**config.mk**
```make
export PLATFORM = sky130hd
export DESIGN_NAME = compact_integer_stream_decoder
export DESIGN_NICKNAME = d
export VERILOG_FILES = /design/src/rtl/core/cisd_pkg.sv /design/src/rtl/core/compact_integer_stream_decoder.sv
export SDC_FILE = /design/constraint.sdc
export NUM_CORES = 1
export LEC_CHECK = 0
export BUFFER_PORTS_ARGS = -buffer_cell sky130_fd_sc_hd__buf_2
export CORE_ASPECT_RATIO = 1.4
export CORE_MARGIN = 1.5
export CORE_UTILIZATION = 54
export CTS_BUF_LIST = sky130_fd_sc_hd__clkbuf_4 sky130_fd_sc_hd__clkbuf_8
export CTS_CLUSTER_DIAMETER = 60
export DETAILED_ROUTE_END_ITERATION = 7
export MAX_ROUTING_LAYER = met4
export PLACE_DENSITY = 0.79
export SETUP_SLACK_MARGIN = 0.05
export SYNTH_ARGS = -nofsm -noshare
export SYNTH_HDL_FRONTEND = slang
export SYNTH_SLANG_ARGS = --single-unit
```
**constraint.sdc**
```tcl
create_clock -name clk -period 3.8 [get_ports clk]
set_clock_uncertainty 0.1 [all_clocks]
set_input_delay 0.38 -clock clk [delete_from_list [all_inputs] [get_ports clk]]
set_output_delay 0.38 -clock clk [all_outputs]
set_load 0.01 [all_outputs]
```
**src/rtl/core/cisd_pkg.sv**
```systemverilog
// package with formats, escape codes and decoder state type for the integer stream decoder
`timescale 1ns / 1ps
`default_nettype none
package cisd_pkg;

  localparam int unsigned ByteW  = 8;
  localparam int unsigned ValueW = 32;
  localparam int unsigned CountW = 3;

  typedef enum logic {
    FMT_SIGNED = 1'b0,
    FMT_GROUP  = 1'b1
  } fmt_t;

  localparam logic [ByteW-1:0] ESC_HALF = 8'h80;
  localparam logic [ByteW-1:0] ESC_WORD = 8'h81;

  localparam logic [CountW-1:0] CNT_IDLE  = 3'd0;
  localparam logic [CountW-1:0] CNT_ONE   = 3'd1;
  localparam logic [CountW-1:0] CNT_TWO   = 3'd2;
  localparam logic [CountW-1:0] CNT_THREE = 3'd3;
  localparam logic [CountW-1:0] CNT_FOUR  = 3'd4;
  localparam logic [CountW-1:0] CNT_FIVE  = 3'd5;

  typedef struct packed {
    logic [CountW-1:0] bytes_seen;
    fmt_t              active_format;
    logic              wide_escape;
    logic [ValueW-1:0] accumulator;
  } dec_state_t;

endpackage
`default_nettype wire

```
**src/rtl/core/compact_integer_stream_decoder.sv**
```systemverilog
// top level of the compact integer stream decoder
//
//  channel | ports                                      | dir | handshake
//  --------+--------------------------------------------+-----+-----------
//  input   | in_data_byte[7:0], in_mode                 | in  | in_valid / in_ready
//  result  | out_value[31:0], out_byte_count[2:0],      | out | out_valid / out_ready
//          | out_format                                 |     |
//
// one byte per cycle while the result register is not stalled; a byte is first registered in the
// input register and its result, if any, is then registered in the result register
// the input register refills in the same cycle it drains, so back-to-back bytes stream
// a stalled result register holds the input register, and in_ready drops once both are full
// synchronous active-low reset clears the valid flags and the decoder state
`timescale 1ns / 1ps
`default_nettype none
module compact_integer_stream_decoder
  import cisd_pkg::*;
(
  input  wire logic              clk,
  input  wire logic              rst_n,
  input  wire logic              in_valid,
  output logic                   in_ready,
  input  wire logic [ByteW-1:0]  in_data_byte,
  input  wire logic              in_mode,
  output logic                   out_valid,
  input  wire logic              out_ready,
  output logic signed [ValueW-1:0] out_value,
  output logic [CountW-1:0]      out_byte_count,
  output logic                   out_format
);

  logic              in_vld_r;
  logic [ByteW-1:0]  byte_r;
  logic              mode_r;
  logic              out_vld_r, out_vld_nxt;
  logic [ValueW-1:0] value_r, value_nxt;
  logic [CountW-1:0] count_r, count_nxt;
  fmt_t              fmt_r, fmt_nxt;
  dec_state_t        st_r, st_nxt;

  logic              advance;
  logic              process;
  logic              emit;
  logic [CountW-1:0] seen_inc;
  logic [ValueW-1:0] acc_add;
  logic [ValueW-1:0] last_group;

  assign advance  = !out_vld_r || out_ready;
  assign process  = in_vld_r && advance;
  assign in_ready = !in_vld_r || advance;
  assign seen_inc = st_r.bytes_seen + CNT_ONE;

  always_comb begin
    acc_add    = '0;
    last_group = '0;
    case (st_r.bytes_seen[1:0])
      2'd1:    acc_add = {24'b0, byte_r};
      2'd2:    acc_add = {16'b0, byte_r, 8'b0};
      2'd3:    acc_add = {8'b0, byte_r, 16'b0};
      default: acc_add = {byte_r, 24'b0};
    endcase
    if (st_r.active_format == FMT_GROUP) begin
      case (st_r.bytes_seen[1:0])
        2'd1:    acc_add = {18'b0, byte_r[6:0], 7'b0};
        2'd2:    acc_add = {11'b0, byte_r[6:0], 14'b0};
        default: acc_add = '0;
      endcase
    end
    last_group = st_r.accumulator | {3'b0, byte_r, 21'b0};
    if (last_group[28]) begin
      last_group[31:29] = 3'b111;
    end
  end

  always_comb begin
    st_nxt    = st_r;
    emit      = 1'b0;
    value_nxt = value_r;
    count_nxt = count_r;
    fmt_nxt   = fmt_r;
    if (st_r.bytes_seen == CNT_IDLE) begin
      if (mode_r == FMT_SIGNED) begin
        if (byte_r == ESC_HALF || byte_r == ESC_WORD) begin
          st_nxt.bytes_seen    = CNT_ONE;
          st_nxt.active_format = FMT_SIGNED;
          st_nxt.wide_escape   = byte_r[0];
          st_nxt.accumulator   = '0;
        end else begin
          emit      = 1'b1;
          value_nxt = {{24{byte_r[7]}}, byte_r};
          count_nxt = CNT_ONE;
          fmt_nxt   = FMT_SIGNED;
        end
      end else begin
        if (byte_r[7]) begin
          st_nxt.bytes_seen    = CNT_ONE;
          st_nxt.active_format = FMT_GROUP;
          st_nxt.wide_escape   = 1'b0;
          st_nxt.accumulator   = {25'b0, byte_r[6:0]};
        end else begin
          emit      = 1'b1;
          value_nxt = {24'b0, byte_r};
          count_nxt = CNT_ONE;
          fmt_nxt   = FMT_GROUP;
        end
      end
    end else if (st_r.active_format == FMT_SIGNED) begin
      st_nxt.accumulator = st_r.accumulator | acc_add;
      st_nxt.bytes_seen  = seen_inc;
      if (!st_r.wide_escape && seen_inc == CNT_THREE) begin
        emit      = 1'b1;
        value_nxt = {{16{st_nxt.accumulator[15]}}, st_nxt.accumulator[15:0]};
        count_nxt = CNT_THREE;
        fmt_nxt   = FMT_SIGNED;
      end else if (st_r.wide_escape && seen_inc == CNT_FIVE) begin
        emit      = 1'b1;
        value_nxt = st_nxt.accumulator;
        count_nxt = CNT_FIVE;
        fmt_nxt   = FMT_SIGNED;
      end
    end else begin
      if (st_r.bytes_seen >= CNT_THREE) begin
        emit      = 1'b1;
        value_nxt = last_group;
        count_nxt = CNT_FOUR;
        fmt_nxt   = FMT_GROUP;
      end else begin
        st_nxt.accumulator = st_r.accumulator | acc_add;
        st_nxt.bytes_seen  = seen_inc;
        if (!byte_r[7]) begin
          emit      = 1'b1;
          value_nxt = st_nxt.accumulator;
          count_nxt = seen_inc;
          fmt_nxt   = FMT_GROUP;
        end
      end
    end
    if (emit) begin
      st_nxt = '{bytes_seen: CNT_IDLE, active_format: FMT_SIGNED,
                 wide_escape: 1'b0, accumulator: '0};
    end
  end

  always_comb begin
    out_vld_nxt = out_vld_r;
    if (advance) begin
      out_vld_nxt = process && emit;
    end
  end

  always_ff @(posedge clk) begin
    if (!rst_n) begin
      in_vld_r  <= 1'b0;
      out_vld_r <= 1'b0;
      st_r      <= '{bytes_seen: CNT_IDLE, active_format: FMT_SIGNED,
                     wide_escape: 1'b0, accumulator: '0};
    end else begin
      if (in_ready) begin
        in_vld_r <= in_valid;
      end
      out_vld_r <= out_vld_nxt;
      if (process) begin
        st_r <= st_nxt;
      end
    end
  end

  always_ff @(posedge clk) begin
    if (in_valid && in_ready) begin
      byte_r <= in_data_byte;
      mode_r <= in_mode;
    end
    if (process && emit) begin
      value_r <= value_nxt;
      count_r <= count_nxt;
      fmt_r   <= fmt_nxt;
    end
  end

  assign out_valid      = out_vld_r;
  assign out_value      = value_r;
  assign out_byte_count = count_r;
  assign out_format     = fmt_r;

`ifndef SYNTHESIS
  a_seen_range: assert property (@(posedge clk) disable iff (!rst_n)
    st_r.bytes_seen <= CNT_FOUR)
    else $error("bytes_seen out of range");

  a_idle_clear: assert property (@(posedge clk) disable iff (!rst_n)
    st_r.bytes_seen == CNT_IDLE |-> st_r.accumulator == '0 && !st_r.wide_escape)
    else $error("idle decoder holds stale state");

  a_group_narrow: assert property (@(posedge clk) disable iff (!rst_n)
    st_r.active_format == FMT_GROUP |-> !st_r.wide_escape
      && st_r.bytes_seen <= CNT_THREE)
    else $error("group value in escape state");

  a_signed_count: assert property (@(posedge clk) disable iff (!rst_n)
    out_vld_r && fmt_r == FMT_SIGNED |->
      count_r == CNT_ONE || count_r == CNT_THREE || count_r == CNT_FIVE)
    else $error("bad byte count for signed format");

  a_group_count: assert property (@(posedge clk) disable iff (!rst_n)
    out_vld_r && fmt_r == FMT_GROUP |-> count_r != CNT_IDLE && count_r <= CNT_FOUR)
    else $error("bad byte count for group format");
`endif

endmodule
`default_nettype wire
```
==> impl_summary.md <==
Run status
The run finished with clean final reports.

Yosys
The top cell type by total area after synthesis is sky130_fd_sc_hd__edfxtp_1. Of the total synthesized cell area, the portion taken by AND, OR, NAND and NOR gates is 0.131. The area fraction in compound gates after synthesis is 0.237. The synthesized netlist cell count is roughly 350. For this run, the register share of the synthesized area comes to 0.568. Yosys mapped a number of flops with a built-in enable equal to 45. The number of synthesis warnings is 0. The xor and xnor fraction of the mapped netlist area is 0. The distinct cell type count after synthesis is 50.

The average footprint of a synthesized cell is roughly 11 um^2. The most instantiated flip-flop cell in the synthesis netlist is sky130_fd_sc_hd__edfxtp_1. The post-synthesis adder-cell area fraction is 0.0167. The synthesized netlist occupies a cell area of 0.00375 mm^2. Of the post-synthesis cell area, the dominant cell type holds 0.360.

The synthesis-stage register bit count is 84. Counting flops with an async set or reset pin after synthesis yields a share of 0. The cell with the most instances after synthesis is sky130_fd_sc_hd__edfxtp_1. The multiplexer area fraction after synthesis is 0. After synthesis, the largest family of logic cells by area is compound AO/OA/AOI/OAI gates. In the post-synthesis netlist, the biggest area contributors are sky130_fd_sc_hd__edfxtp_1, sky130_fd_sc_hd__dfxtp_1, sky130_fd_sc_hd__a22o_1, sky130_fd_sc_hd__a21oi_1, sky130_fd_sc_hd__nor2_1. When the netlist entered floorplanning its net count stood at 370. The commonest cells after synthesis are sky130_fd_sc_hd__edfxtp_1, sky130_fd_sc_hd__dfxtp_1, sky130_fd_sc_hd__nor2_1.

Clocking
Clock latency on the worst-skew pair, taken at its later pin, is roughly 350 ps. In this run, post-CTS repair resized a total of 0 instances. The number of buffers added to fix hold violations after cts is 0. Counting every sink on the clock net gives 84. TritonCTS built the clock tree. The number of clock buffers added by TritonCTS is 9. Buffers added to address setup during post-CTS repair amount to 0. The clock edge transition at the registers on the reported setup and hold paths is about 80 ps. The clock passes through at most 2 buffers. The maximum level of the CTS H-tree is 3. The library cell used as clock root buffer is sky130_fd_sc_hd__clkbuf_8.

Timing
The final period utilization is 0.771. Based on the critical path, the design can be clocked at up to 341 MHz. After routing, the total negative slack on setup checks comes to 0 ps. Setup repair after global routing left no endpoint under its margin. In this run the tightest slew margin relative to its limit is 0.455.

Setup violations remaining at the end of the flow were counted as 0. The worst path in the final design needs a cycle of just under 3000 ps, including I/O delays and setup. The number of max-slew violations in the final report is 0. The transition at the pin with the smallest max-transition slack is between 800 and 900 ps. The final count of hold timing violations is 0.

Pwr
The share of total power in the clock network is 0.319. Of the total power, combinational logic draws 0.106. The internal power is 1.33 mW. The power dissipated by switching net loads is ~0.47 mW.

Of the total power, the share spent switching nets is 0.261. Dividing total power by cell area gives a power density of between 400 and 500 mW/mm^2. The reported leakage power is ~1.5 nW.

Across the VDD grid, the largest voltage drop is about 0.00022 V. The total chip power is between 1.5 and 2 mW. Of the total power, registers draw 0.574.

Placed design
The number of placed instances, taps included, is ~470. The placement-stage cell area is between 0.003 and 0.004 mm^2. Buffers placed on the I/O ports in this run total 50. At the end of routability-driven placement, the weighted congestion stood at ~0.99. The HPWL after detailed placement is between 5 and 6 mm.

Worst setup path
The category of the critical setup timing path is reg2reg. On the worst path, the slowest cell contributes a delay of ~650 ps. The largest driver fanout on the critical path is 16. Walking the worst path, the cells encountered are inv_1 -> ha_1 -> nand2_1 -> or3_1 -> and2_1 -> o221ai_1. At the worst endpoint, the required time is 3760 ps. The worst register-to-register path has a depth of 6. The worst setup path is captured at a register. The startpoint class of the critical path is a register.

The data arrival at the endpoint of the critical path is 2890 ps. Setup slack on the worst reg-to-reg path comes out at approximately 870 ps. The slowest stage of the critical path is the sky130_fd_sc_hd__and2_1 cell.

Floorplanning
The area of the die is ~0.0075 mm^2. Measured along the y axis, the die boundary spans 102 um. The core region is 0.00666 mm^2. In this run the count of I/O pins placed on the die edge is slightly above 50. The horizontal die dimension is 73.5 um. The floorplan has 35 rows. The initial core utilization is 0.564.

Drt
For this block, the initial DRC count from the detailed router was approximately 400. Across all layers, the routed design uses slightly below 3000 vias. Dividing the detail-routed via count by the number of cells gives between 6 and 7. The final wirelength is 8.08 mm. The post-route DRC violation count is 0.

The detail route stage leaves a number of antenna-violating nets equal to 0. The average detailed-routed wire length per instance is between 15 and 20 um. The number of detailed-routing iterations run before antenna repair is 5.

Global route
The first-pass GRT wire length is 13.0 mm. The number of antenna violations at the first check in global routing is 0. The pin count of the biggest net entering global routing is 36. The via count of the first global-routing pass is approximately 2700.

For this run, the total global-route usage over all layers was measured as 0.239. For this run the aggregate overflow at the end of global routing stands at 0.

Layout
Measured on the finished design, the core utilization comes to 0.627. The finished layout holds just under 500 standard cells, fillers aside. Summing all multi-input logic gate instances after layout gives approximately 0.0014 mm^2. The number of antenna diodes in the final layout is 0. In the final design database the tool counted approximately 400 nets. The sequential cells in the finished layout cover a total of between 0.002 and 0.0025 mm^2.

The post-route cell area is around 0.0042 mm^2. The layout has around 560 filler cells. Compared with the post-synthesis result, the final layout area differs by 11.1%.

The proportion of layout cells with a drive suffix above 1 is 0.221.

Flow run
The tool flagged a number of max-cap violations equal to 0.

Worst hold path
The worst hold path belongs to the class in2reg. Counting instances, the worst hold path has a depth of 1.
==> worst max-delay path: cells and delay by family, from the launching register on <==
kind                     cells  cell delay (ps)
AND/OR/NAND/NOR              3             1350
flip-flops                   1              480
adder cells (fa/ha/maj)      1              330
AO/OA/AOI/OAI                1              250
buffers and inverters        1              130
==> cells in the final DEF (no fill, tap or decap), types with 2 or more instances in the layout <==
| cell | count |
|---|---|
| sky130_fd_sc_hd__nand2b_1 | 2 |
| sky130_fd_sc_hd__nor2_1 | 36 |
| sky130_fd_sc_hd__buf_4 | 3 |
| sky130_fd_sc_hd__edfxtp_1 | 45 |
| sky130_fd_sc_hd__inv_1 | 4 |
| sky130_fd_sc_hd__a222oi_1 | 3 |
| sky130_fd_sc_hd__and2_1 | 11 |
| sky130_fd_sc_hd__clkinvlp_4 | 3 |
| sky130_fd_sc_hd__nand4_1 | 2 |
| sky130_fd_sc_hd__inv_2 | 2 |
| sky130_fd_sc_hd__o221ai_1 | 2 |
| sky130_fd_sc_hd__dfxtp_1 | 39 |
| sky130_fd_sc_hd__nand2_1 | 24 |
| sky130_fd_sc_hd__a32o_1 | 5 |
| sky130_fd_sc_hd__nor2b_1 | 7 |
| sky130_fd_sc_hd__o211ai_2 | 4 |
| sky130_fd_sc_hd__a31oi_1 | 4 |
| sky130_fd_sc_hd__and3_1 | 2 |
| sky130_fd_sc_hd__a21oi_1 | 36 |
| sky130_fd_sc_hd__ha_1 | 5 |
| sky130_fd_sc_hd__a22o_1 | 21 |
| sky130_fd_sc_hd__o31ai_1 | 4 |
| sky130_fd_sc_hd__o211ai_1 | 5 |
| sky130_fd_sc_hd__nor3_1 | 2 |
| sky130_fd_sc_hd__a22oi_1 | 5 |
| sky130_fd_sc_hd__clkbuf_8 | 10 |
| sky130_fd_sc_hd__a21boi_2 | 2 |
| sky130_fd_sc_hd__buf_2 | 50 |
| sky130_fd_sc_hd__o21ai_0 | 8 |
| sky130_fd_sc_hd__o21ai_1 | 12 |
| sky130_fd_sc_hd__nand3_1 | 5 |
| sky130_fd_sc_hd__o21a_1 | 3 |
| sky130_fd_sc_hd__o22ai_1 | 3 |
| sky130_fd_sc_hd__o21ai_2 | 2 |
==> registers in the layout, summed over array words and instances, names as in the netlist <==
name / flops
out_value: 32
out_format: 1
in_vld_r: 1
st_r: 37
out_valid: 1
mode_r: 1
out_byte_count: 3
byte_r: 8
==> power by group through the flow <==
| stage | registers [mW] | clock network, mW | logic [mW] |
|---|---|---|---|
| floorplan | 1.05 | 0 | 0.137 |
| detailed placement | 1.06 | 0 | 0.190 |
| global placement | 1.05 | 0 | 0.184 |
| finish | 1.04 | 0.576 | 0.191 |
| CTS | 1.03 | 0.586 | 0.192 |
| global route | 1.04 | 0.623 | 0.210 |
==> final timing paths <==
path,from,endpoint
hold / removal,in_data_byte[7],byte_r[7]$_DFFE_PP_
hold reg to reg,st_r[13]$_SDFFE_PN0P_,st_r[13]$_SDFFE_PN0P_
setup reg to reg,st_r[34]$_SDFFE_PN0P_,out_value[21]$_DFFE_PP_
setup / recovery,st_r[34]$_SDFFE_PN0P_,out_value[21]$_DFFE_PP_
==> layer usage <==
layer	GRT usage	routed length [um]
met5	-	0
met1	0.289	3310
met3	0.0537	554
met2	0.369	3930
met4	0.125	274
==> final cells by class <==
cell class	instances	area share
flip-flops and latches	84	0.511
multi-input cells	231	0.347
repair buffers	53	0.0654
clock buffers	11	0.0348
well taps	92	0.0276
clock inverters	5	0.00870
inverters	6	0.00540
==> stage by stage <==
stage	hold slack, ps	setup slack, ps
after floorplan	336	596
after global placement	348	1050
after detailed placement	355	941
after CTS	81.7	917
after global routing	82.0	662
final	96.3	869
==> cells by family after synthesis <==
kind of cell	after synthesis
AND/OR/NAND/NOR	101
adder cells (fa/ha/maj)	5
buffers and inverters	37
flip-flops	84
AO/OA/AOI/OAI	125
Note: power is estimated with default switching activity, not from simulation.
